**src/hw/rtl/stree_pkg.sv**
```systemverilog
// ----------------------------------------------------------------------------
// stree_pkg
// Shared widths, codes and controller/datapath interface types for the
// segment tree range-sum block.
// ----------------------------------------------------------------------------
package stree_pkg;

  localparam int unsigned IDX_W          = 10;
  localparam int unsigned VAL_W          = 32;
  localparam int unsigned SUM_W          = 64;
  localparam int unsigned DEFAULT_LEAVES = 1024;

  typedef enum logic {
    ACT_UPDATE = 1'b0,
    ACT_QUERY  = 1'b1
  } action_e;

  typedef enum logic [2:0] {
    OP_HOLD,
    OP_LOAD,
    OP_CLEAR,
    OP_LEAF,
    OP_CLIMB,
    OP_WALK
  } dp_op_e;

  typedef struct packed {
    dp_op_e op;
  } dp_cmd_t;

  typedef struct packed {
    logic clear_last;
    logic leaf_skip;
    logic climb_last;
    logic walk_done;
  } dp_status_t;

endpackage

```
**src/hw/rtl/stree_ctrl.sv**
```systemverilog
// ----------------------------------------------------------------------------
// stree_ctrl
// Controller: clearing pass, leaf update with ancestor climb, range walk.
// ----------------------------------------------------------------------------
module stree_ctrl (
  input  logic                   clk_i,
  input  logic                   rst_ni,
  input  logic                   start,
  input  logic                   action_i,
  output logic                   busy,
  output logic                   result_valid_o,
  output stree_pkg::dp_cmd_t     cmd_o,
  input  stree_pkg::dp_status_t  status_i
);

  import stree_pkg::*;

  typedef enum logic [2:0] {
    ST_CLEAR,
    ST_IDLE,
    ST_LEAF,
    ST_CLIMB,
    ST_WALK
  } state_e;

  state_e state_q, state_d;
  logic   valid_q, valid_d;

  always_comb begin
    state_d   = state_q;
    valid_d   = 1'b0;
    cmd_o.op  = OP_HOLD;
    case (state_q)
      ST_CLEAR: begin
        cmd_o.op = OP_CLEAR;
        if (status_i.clear_last) begin
          state_d = ST_IDLE;
        end
      end
      ST_IDLE: begin
        if (start) begin
          cmd_o.op = OP_LOAD;
          state_d  = (action_i == ACT_QUERY) ? ST_WALK : ST_LEAF;
        end
      end
      ST_LEAF: begin
        if (status_i.leaf_skip) begin
          state_d = ST_IDLE;
        end else begin
          cmd_o.op = OP_LEAF;
          state_d  = ST_CLIMB;
        end
      end
      ST_CLIMB: begin
        cmd_o.op = OP_CLIMB;
        if (status_i.climb_last) begin
          state_d = ST_IDLE;
        end
      end
      ST_WALK: begin
        cmd_o.op = OP_WALK;
        if (status_i.walk_done) begin
          valid_d = 1'b1;
          state_d = ST_IDLE;
        end
      end
      default: begin
        state_d = ST_IDLE;
      end
    endcase
  end

  always_ff @(posedge clk_i or negedge rst_ni) begin
    if (!rst_ni) begin
      state_q <= ST_CLEAR;
      valid_q <= 1'b0;
    end else begin
      state_q <= state_d;
      valid_q <= valid_d;
    end
  end

  assign busy           = (state_q != ST_IDLE);
  assign result_valid_o = valid_q;

`ifndef SYNTHESIS
  a_strobe_single : assert property (@(posedge clk_i) disable iff (!rst_ni)
    valid_q |=> !valid_q)
    else $error("result strobe held longer than one cycle");

  a_strobe_idle : assert property (@(posedge clk_i) disable iff (!rst_ni)
    valid_q |-> (state_q == ST_IDLE))
    else $error("result strobe while controller busy");

  a_update_silent : assert property (@(posedge clk_i) disable iff (!rst_ni)
    (start && !busy && (action_i == ACT_UPDATE)) |=> !valid_q ##1 !valid_q)
    else $error("update produced a result beat");
`endif

endmodule

```
**config.mk**
```make
export PLATFORM = sky130hd
export DESIGN_NAME = stree_ctrl
export DESIGN_NICKNAME = d
export VERILOG_FILES = /design/src/hw/rtl/stree_pkg.sv /design/src/hw/rtl/stree_ctrl.sv
export SDC_FILE = /design/constraint.sdc
export NUM_CORES = 1
export LEC_CHECK = 0
export ABC_AREA = 1
export BUFFER_PORTS_ARGS = -buffer_cell sky130_fd_sc_hd__buf_2
export CORE_AREA = 5 5 42 44
export CTS_BUF_LIST = sky130_fd_sc_hd__clkbuf_8
export CTS_CLUSTER_SIZE = 8
export DETAILED_ROUTE_END_ITERATION = 12
export DIE_AREA = 0 0 47 49
export GPL_TIMING_DRIVEN = 0
export HOLD_SLACK_MARGIN = 0.03
export SYNTH_ARGS = -nofsm -noshare
export SYNTH_HDL_FRONTEND = slang
export SYNTH_SLANG_ARGS = --single-unit
```
**constraint.sdc**
```tcl
create_clock -name clk_i -period 1 [get_ports clk_i]
set_input_delay 0.1 -clock clk_i [delete_from_list [all_inputs] [get_ports clk_i]]
set_output_delay 0.1 -clock clk_i [all_outputs]
set_load 0.03 [all_outputs]
```
# == After elaboration in Yosys (flattened, before gate mapping) ==
# Index checks and enable logic that the tools add are counted.
# W data, S select, Z words.
# totals
reg_bits,4
out_inout_bits,5
input_bits,8
word_cells,25
# classes
n_reduce_logical,2
n_eq_ne,9
n_mux,12
# op_table
op,count
$pmux W3 S5,2
$mux W3,5
$ne A2 B2 Y1 const B,4
$eq A3 B2 Y1 const B,2
$mux W2,2
$reduce_and A4 Y1,1
$eq A3 B1 Y1 const B,1
$eq A3 B3 Y1 const B,1
$logic_not A3 Y1,1
$mux W1,3
$ne A3 B1 Y1 const B,1

# == Logic depth before layout (Yosys ltp) ==
# Gate-level depths: netlist of the first run.
# depth
depth_word,3
ltp_mapped,7
ltp_nobuf,7

# == Worst setup path before layout of the first run ==
# No wires, ideal clock.
# synth_path
kind,register to output
start,register state_q[2]
end,output port cmd_o[0] (netlist bit)
path_stages_with_launch,4
arrival_ns,1.280
slack_ns,-0.380
path_buffers,0
required_ns,0.900
cell_sequence,dfrtp_1 > nor2_2 > nand2_2 > o211ai_1
# synth_lines
element,line_no,source
from (decl),stree_ctrl.sv:26,"state_e state_q, state_d;"
from (signal assigned),stree_ctrl.sv:78,state_q <= state_d;
to (decl),stree_ctrl.sv:12,"output stree_pkg::dp_cmd_t cmd_o,"

==> flow_summary.yaml, run 1 <==
run_status:
  outcome: "finished with violations"
  violations: "negative setup slack"
synthesis:
  ys_warn_count: 0
  avgSynthCellArea_um2: 6.622
  synthArstFlopShare: 1.000
  yosysTopAreaCell: "dfrtp_1"
  yosys.area_share.adder: 0
  syn_area_um2: 271.5
  ys.flop_type: "dfrtp_1"
  synth_seq_cells: 4
  synth.mux.area_fraction: 0
  synth_cell_types: 12
  netlist.area_leader.share: 0.3687
  yosys-top-cells-count: "11 x nand2_1, 6 x inv_1, 4 x dfrtp_1, 4 x nor2_1"
  synth_top_family_by_area: "simple AND/OR/NAND/NOR gates"
  synthTopCellsByArea: "dfrtp_1 37%, nand2_1 15%, inv_1 8.3%, nand2_2 6.9%, nor2_2 6.9%"
  synthSimpleGateAreaFrac: 0.4378
  synth_xor_area_frac: 0
  synth_edf_count: 0
  synth_nets: 49
  yosysMostFrequentCell: "nand2_1"
  synthCells: 41
  ys_seq_area_frac: 0.3687
  synth_compound_area_frac: 0.08295
layout:
  seq_area_um2: 103.9
  drive_gt1_frac: 0.6508
  nets: 73
  nFillCells: 150
  final_util: 0.3795
  syn_to_final_growth_pct: 95.85
  diodes: 0
  layoutNonFillerInstCount: 79
  multi_input_area_um2: 196.4
die:
  ios: 13
  dieHeight_um: 49
  coreArea_um2: 1401
  design.die.area_um2: 2303
  die_x_um: 47
  num_rows: 14
  start_util: 0.1937
route:
  wl_per_cell_um: 10.71
  drtPass1Iterations: 2
  drcViolationCount: 0
  vias: 329
  ant_nets: 0
  drt_iter0_markers: 4
  wirelength_um: 846
  vias_per_cell: 4.165
placement:
  dp_hpwl_um: 557.7
  globalplace.congestion: 0.6916
  dp_cells: 69
  port_buffers: 12
cts:
  cts.htree.levels: 1
  cts_root_buf: "clkbuf_8"
  clock_sinks: 4
  numCtsBuffers: 3
  clk_path_buf_depth: 2
  cts_tree: "built"
  cts.clk_slew.worst_paths_ns: 0.03
  clk_latency_ns: 0.22
worst_setup_path:
  rr_worst_depth: 7
  critPathCaptureType: "output pin"
  crit_fanout: 5
  crit_chain: "nor2_1, nand3_1, o211ai_1, buf_4"
  r2r_end: "state_q[0]$_DFFE_PN0P_"
  startpoint_type: "flop"
  cp.required_ns: 0.90
  arrival_ns: 1.19
  cp-startpoint: "state_q[0]$_DFFE_PN0P_"
  max_stage_delay_ns: 0.44
  reg2reg_from: "state_q[0]$_DFFE_PN0P_"
  crit_slowest_cell: "dfrtp_2"
  r2r_setup_slack_ns: -0.15
  critical_path_class: "reg2out"
sta:
  hold_viol: 0
  fmax_ghz: 0.7728
  relSlewSlack: 0.8980
  rsz0062_at_grt: "true"
  final_max_slew_viol_count: 0
  setup-violations-final: 7
  setup_slack_ns: -0.2940
  fin_crit_ns: 1.294
  tightest_slew_ns: 0.1525
  fin_skew_ns: 0.004907
  finalCritPeriodShare: 1.294
pwr:
  p_leak_nw: 0.2825
  p_per_area_nw_per_um2: 3697
  vdd_drop_max_uv: 1741
grt:
  antenna_found_initial: 0
  grt_pass1_vias: 340
  grt_max_degree: 6
  grt_remaining_overflow: 0
  grt_pass1_wl_mm: 1.311
  grt_usage: 0.08475
run:
  maxCapViolCount: 0
min_path:
  hp-class: "in2reg"
  hold_end: "state_q[1]$_DFFE_PN0P_"
  min-delay-start: "status_i[1]"
  min_delay_path_depth: 4
## worst max-delay path, delay by kind of cell (launching register included)
family	cells	cell delay (ns)
flip-flops	1	0.44
buffers and inverters	1	0.19
AND/OR/NAND/NOR	2	0.22
AO/OA/AOI/OAI	1	0.12
## flip-flops by register name (all words and copies together) (netlist names)
signal / cells
result_valid_o: 1
state_q: 3
## power breakdown
group | leakage, nW | switching (mW) | total [mW] | internal (mW)
registers | 0.0482 | 0.103 | 0.338 | 0.235
clock network | 0.0216 | 0.0900 | 0.347 | 0.257
logic | 0.213 | 0.720 | 1.28 | 0.560
## worst max-delay path by stage
stage	slack (ns)	to	depth (start not counted)
2_1_floorplan	-0.33	cmd_o[0]	4
3_3_place_gp	-0.18	cmd_o[0]	5
3_5_place_dp	-0.17	cmd_o[0]	5
4_1_cts	-0.30	cmd_o[0]	5
5_1_grt	-0.35	cmd_o[0]	4
6_report	-0.29	cmd_o[0]	4
## routing by layer
layer	vias up	routed length [µm]	GRT usage
met5	-	0	0
met4	0	53	0.1106
met3	5	57	0.01476
met2	12	435	0.1244
met1	143	300	0.08204
li1	169	-	-
## logic make-up after synthesis
family / Yosys count
AND/OR/NAND/NOR: 25
buffers and inverters: 8
flip-flops: 4
AO/OA/AOI/OAI: 4
## final cells by class
class / count / area share
clock buffers: 3 / 0.07765
inverters: 8 / 0.05647
multi-input cells: 29 / 0.3694
flip-flops and latches: 4 / 0.1953
well taps: 16 / 0.03765
repair buffers: 19 / 0.2635
## per-stage QoR
step	setup TNS, ns	cell area [µm²]	hold WS, ns	total power, mW	worst slack, ns
after floorplan	-0.6643	281.5	-0.1956	0.9609	-0.3347
after global placement	-0.7497	361.6	-0.09344	1.154	-0.1811
after detailed placement	-0.6792	361.6	-0.08929	1.156	-0.1678
after CTS	-1.483	485.5	0.1498	1.783	-0.3039
after global routing	-1.774	531.8	0.1707	2.112	-0.3518
final	-1.378	531.8	0.1429	1.966	-0.2940
## layout by cell type (no fill, tap or decap), types with 3 or more instances in the layout
cell type / n
nor2_4: 3
clkbuf_8: 3
nand2_1: 8
buf_4: 6
nor2_1: 3
buf_2: 8
dfrtp_2: 3
inv_2: 3
buf_6: 4
nand2_2: 4
inv_1: 5
## what timing repair did
| action | CTS | global route |
|---|---|---|
| endpoints found under the hold margin | 4 | 0 |
| pin swaps | 7 | 4 |
| setup buffers | 6 | 1 |
| gates resized for setup | 9 | 16 |
| hold buffers | 1 | 0 |
| setup endpoints to repair | 7 | 7 |
Power figures use the tool's default switching activity.
==> run 2: changes to the inputs <==
Settings changed: RECOVER_POWER set to 25.
==> run 2 against run 1 <==
The flow still finishes with violations (negative setup slack). Non-clock buffer count is the same. Cell area is 0.24% lower. Hold slack is the same. Final cell count did not move. Global-route usage is the same. Sequential share of layout area hardly changed. Clock power is essentially flat. Via count unchanged. Routed wire length did not move. Combinational power hardly changed. Sequential cell count did not move. Critical path depth did not move.
==> flow_summary.yaml, run 2 (same netlist as run 1, synthesis figures left out) <==
sta:
  rsz0062_at_grt: "true"
  tns_ns: -1.379
  fmax_ghz: 0.7728
  holdWs_ns: 0.1429
  final_max_slew_viol_count: 0
  setup-violations-final: 7
  finalCritPeriodShare: 1.294
  setup_slack_ns: -0.2940
  fin_skew_ns: 0.004907
  hold_viol: 0
  relSlewSlack: 0.8486
  fin_crit_ns: 1.294
  tightest_slew_ns: 0.2272
die:
  design.die.area_um2: 2303
  num_rows: 14
  coreArea_um2: 1401
  dieHeight_um: 49
  ios: 13
  die_x_um: 47
  start_util: 0.1937
placement:
  dp_slack_ns: -0.1678
  dp_hpwl_um: 557.7
  globalplace.congestion: 0.6916
  port_buffers: 12
  placed_cell_area_um2: 361.6
layout:
  final_cell_mix: "8 x nand2_1, 7 x buf_2, 6 x buf_4"
  final_common_cell: "nand2_1"
  seq_area_um2: 103.9
  largest_reg_flops: 3
  fin_area_um2: 530.5
  nets: 73
  diodes: 0
  drive_gt1_frac: 0.6349
  nFillCells: 150
  syn_to_final_growth_pct: 95.39
  regMostFlops: "state_q"
  multi_input_area_um2: 196.4
cts:
  numCtsBuffers: 3
  clock_sinks: 4
  clk_latency_ns: 0.22
  cts_tree: "built"
  clk_path_buf_depth: 2
  cts.htree.levels: 1
  cts_root_buf: "clkbuf_8"
  cts.clk_slew.worst_paths_ns: 0.03
route:
  drt_iter0_markers: 4
  wirelength_um: 846
  vias: 329
  vias_per_cell: 4.165
  ant_nets: 0
  drcViolationCount: 0
  drtPass1Iterations: 2
  wl_per_cell_um: 10.71
worst_setup_path:
  startpoint_type: "flop"
  crit_fanout: 5
  critPathCaptureType: "output pin"
  cp.required_ns: 0.90
  arrival_ns: 1.19
  critical_path_class: "reg2out"
grt:
  grt_remaining_overflow: 0
  grt_pass1_wl_mm: 1.311
  antenna_found_initial: 0
  grt_usage: 0.08475
  grt_pass1_vias: 340
  grt_max_degree: 6
pwr:
  vdd_drop_max_uv: 1741
  p_leak_nw: 0.2798
  p_per_area_nw_per_um2: 3705
min_path:
  hp-class: "in2reg"
run:
  maxCapViolCount: 0
run_status:
  violations: "negative setup slack"
  outcome: "finished with violations"
[run 2: changes by cell type in the layout (fill, tap and decap cells not counted)]
cell      change
clkbuf_1      +1
buf_2         -1
[run 2: worst paths after layout]
kind	from	end	slack, ns	depth (start not counted)
hold / removal	status_i[1]	state_q[1]$_DFFE_PN0P_	0.14	4
setup reg to reg	state_q[0]$_DFFE_PN0P_	state_q[0]$_DFFE_PN0P_	-0.15	7
setup / recovery	state_q[0]$_DFFE_PN0P_	cmd_o[0]	-0.29	4
min in group asynchronous	rst_ni	state_q[1]$_DFFE_PN0P_	0.25	2
max in group asynchronous	rst_ni	state_q[2]$_DFFE_PN0P_	0.54	2
hold reg to reg	state_q[0]$_DFFE_PN0P_	state_q[0]$_DFFE_PN0P_	0.58	2
[run 2: metrics by stage]
| step | cells | utilization | total power, mW |
|---|---|---|---|
| 2_1_floorplan | 41 | - | 0.9609 |
| 3_3_place_gp | 69 | 0.2580 | 1.154 |
| 3_5_place_dp | 69 | 0.2580 | 1.156 |
| 4_1_cts | 79 | 0.3464 | 1.783 |
| 5_1_grt | 79 | 0.3786 | 2.111 |
| 6_report | 79 | 0.3786 | 1.965 |
[run 2: layer usage]
| layer | routed length, µm | global-route usage | part of all wire | vias up |
|---|---|---|---|---|
| li1 | - | - | - | 169 |
| met1 | 300 | 0.08204 | 0.35 | 143 |
| met2 | 435 | 0.1244 | 0.51 | 12 |
| met3 | 57 | 0.01476 | 0.067 | 5 |
| met4 | 53 | 0.1106 | 0.063 | 0 |
| met5 | 0 | 0 | 0 | - |
[run 2: critical path, stage by stage (launching register included)]
cell and delay, ns:
dfrtp_2 0.44, nor2_1 0.10, nand3_1 0.12, o211ai_1 0.12, buf_4 0.19
[run 2: final cells by class]
cell class | instances | share of cell area
Clock buffer | 3 | 0.07783
Inverter | 8 | 0.05660
Multi-Input combinational cell | 29 | 0.3703
Sequential cell | 4 | 0.1958
Tap cell | 16 | 0.03774
Timing Repair Buffer | 19 | 0.2618
[run 2: power by group]
part,switching [mW],internal (mW)
registers,0.103,0.235
logic,0.720,0.560
clock network,0.0900,0.257
total,0.913,1.05
[run 2: timing repair]
action                     in CTS  in global routing
setup endpoints to repair       7                  7
hold buffers                    1                  0
setup buffers                   6                  1
hold endpoints to repair        4                  0
gates resized for setup         9                 16
pin swaps                       7                  4
==> run 3: changes to the inputs <==
Settings changed: ABC_AREA 1 to not set.
==> run 3 against run 2 <==
The run still ends with negative setup slack left. Clock skew barely moved. Sequential power shrank 26%. Final cell count is 11% lower. Critical path depth unchanged. Cell area rose by 7.3%. Utilization rose by 2.8 points. Register-to-register slack got worse by 0.09 ns.
==> flow_summary.yaml, run 3 <==
run_status:
  outcome: "finished with violations"
  violations: "negative setup slack"
layout:
  layoutNonFillerInstCount: 70
  syn_to_final_growth_pct: 102.2
  nets: 64
  nFillCells: 151
  largest_reg_flops: 3
  final_cell_mix: "9 x buf_6, 8 x buf_2, 5 x buf_4"
  drive_gt1_frac: 0.6852
  regMostFlops: "state_q"
  diodes: 0
  final_common_cell: "buf_6"
route:
  vias_per_cell: 4.329
  vias: 303
  drt_iter0_markers: 1
  drcViolationCount: 0
  wl_per_cell_um: 12.01
  wirelength_um: 841
  ant_nets: 0
  drtPass1Iterations: 4
placement:
  dp_hpwl_um: 476
  dp_cells: 58
  globalplace.congestion: 0.6610
  port_buffers: 12
synthesis:
  netlist.area_leader.share: 0.3556
  ys_warn_count: 0
  synth_nets: 38
  synth_cell_types: 19
  synth_seq_cells: 4
  yosysTopAreaCell: "dfrtp_1"
  yosys-top-cells-count: "4 x a21oi_1, 4 x dfrtp_1"
  synthCells: 30
  avgSynthCellArea_um2: 9.384
  ys.flop_type: "dfrtp_1"
  synthTopCellsByArea: "dfrtp_1 36%, a21oi_1 7.1%, or3b_1 6.2%, a211oi_1 5.3%, nand2b_4 4.9%"
  syn_area_um2: 281.5
  synth_edf_count: 0
  ys_seq_area_frac: 0.3556
  synthArstFlopShare: 1.000
pwr:
  p_int_mw: 1.085
  p_leak_nw: 0.2510
  p_seq_frac: 0.141
  vdd_drop_max_uv: 1174
  p_switching_mw: 0.6983
  p_sw_frac: 0.3916
  clkPwrFrac: 0.192
  pwr-share-comb: 0.668
  p_per_area_nw_per_um2: 3132
cts:
  numCtsBuffers: 3
  clock_sinks: 4
  clk_path_buf_depth: 2
  cts.htree.levels: 1
  clk_latency_ns: 0.22
  cts.clk_slew.worst_paths_ns: 0.03
  cts_tree: "built"
  cts_root_buf: "clkbuf_8"
sta:
  fin_skew_ns: 0.004911
  fmax_ghz: 0.6743
  hold_viol: 0
  finalCritPeriodShare: 1.483
  tns_ns: -2.003
  fin_crit_ns: 1.483
  rsz0062_at_grt: "true"
  final_max_slew_viol_count: 0
  setup_slack_ns: -0.4831
  relSlewSlack: 0.8364
  tightest_slew_ns: 0.2455
  setup-violations-final: 7
worst_setup_path:
  r2r_end: "state_q[2]$_DFFE_PN0P_"
  arrival_ns: 1.38
  startpoint_type: "flop"
  crit_fanout: 3
  critPathCaptureType: "output pin"
  reg2reg_from: "state_q[2]$_DFFE_PN0P_"
  rr_worst_depth: 5
  r2r_setup_slack_ns: -0.24
  critical_path_class: "reg2out"
  cp.required_ns: 0.90
die:
  start_util: 0.2009
  num_rows: 14
  ios: 13
  coreArea_um2: 1401
  die_x_um: 47
  design.die.area_um2: 2303
  dieHeight_um: 49
min_path:
  hp-class: "in2reg"
  hold_end: "state_q[0]$_DFFE_PN0P_"
  min_delay_path_depth: 3
  min-delay-start: "status_i[3]"
grt:
  antenna_found_initial: 0
  grt_max_degree: 11
  grt_pass1_wl_mm: 1.366
  grt_usage: 0.08551
  grt_pass1_vias: 318
  grt_remaining_overflow: 0
run:
  maxCapViolCount: 0
-- run 3: changes by cell type in the layout (fill, tap and decap cells not counted), moves of 3 or more --
cell     before  now
dfrtp_1       1    4
inv_1         5    1
buf_6         4    9
nand2_2       4    0
inv_2         3    0
nand2_1       8    0
dfrtp_2       3    0
-- run 3: cell type report --
class,count,area (µm²),share of cell area
inverter,1,3.754,0.006593
tap,16,20.02,0.03516
timing repair buffer,22,176.4,0.3099
multi-input combinational,22,211.5,0.3714
sequential,4,100.1,0.1758
clock buffer,3,41.29,0.07253
buffer,2,16.27,0.02857
-- run 3: critical path, stage by stage (launching register included) --
cell and delay, ns:
dfrtp_1 0.39, nand2b_4 0.15, or3b_4 0.40, o211ai_4 0.08, buf_6 0.15
-- run 3: what timing repair did --
item,4_1_cts,5_1_grt
pin swaps,6,4
endpoints found under the hold margin,4,0
setup endpoints to repair,7,8
resized for setup,19,6
cloned,0,0
hold buffers,1,0
setup buffers,8,2
-- run 3: worst max-delay path by stage --
stage / from / end / cells past startpoint
2_1_floorplan: state_q[2]$_DFFE_PN0P_ / cmd_o[0] / 4
3_3_place_gp: state_q[2]$_DFFE_PN0P_ / cmd_o[0] / 5
3_5_place_dp: state_q[2]$_DFFE_PN0P_ / cmd_o[0] / 5
4_1_cts: state_q[2]$_DFFE_PN0P_ / cmd_o[0] / 5
5_1_grt: state_q[2]$_DFFE_PN0P_ / cmd_o[0] / 4
6_report: state_q[2]$_DFFE_PN0P_ / cmd_o[0] / 4
-- run 3: power by group through the flow --
stage / clock (mW) / sequential, mW / combinational [mW]
after CTS: 0.355 / 0.246 / 1.14
after floorplan: 0 / 0.241 / 0.602
after global placement: 0 / 0.243 / 0.758
after global routing: 0.374 / 0.262 / 1.27
final: 0.342 / 0.251 / 1.19
after detailed placement: 0 / 0.243 / 0.760
-- run 3: layer usage --
layer	vias to the layer above	GRT usage	share of wire
li1	155	-	-
met1	135	0.09333	0.36
met2	10	0.1290	0.53
met3	3	0.03690	0.084
met4	0	0.05530	0.018
met5	-	0	0
-- run 3: metrics by stage --
| step | instance area (µm²) | setup slack [ns] | util | hold WS [ns] | power (mW) |
|---|---|---|---|---|---|
| after CTS | 551.8 | -0.5371 | 0.3938 | 0.1537 | 1.737 |
| after floorplan | 301.5 | -0.2173 | - | -0.1956 | 0.8423 |
| after global placement | 381.6 | -0.3854 | 0.2723 | -0.09267 | 1.001 |
| after global routing | 569.3 | -0.5180 | 0.4063 | 0.1776 | 1.901 |
| final | 569.3 | -0.4831 | 0.4063 | 0.1674 | 1.783 |
| after detailed placement | 381.6 | -0.3845 | 0.2723 | -0.09069 | 1.003 |
-- run 3: logic make-up after synthesis --
| group | Yosys count | share of synthesized area |
|---|---|---|
| compound gates | 9 | 0.2044 |
| flops | 4 | 0.3556 |
| simple gates | 12 | 0.3156 |
| mux | 1 | 0.03556 |
| buf+inv | 4 | 0.08887 |
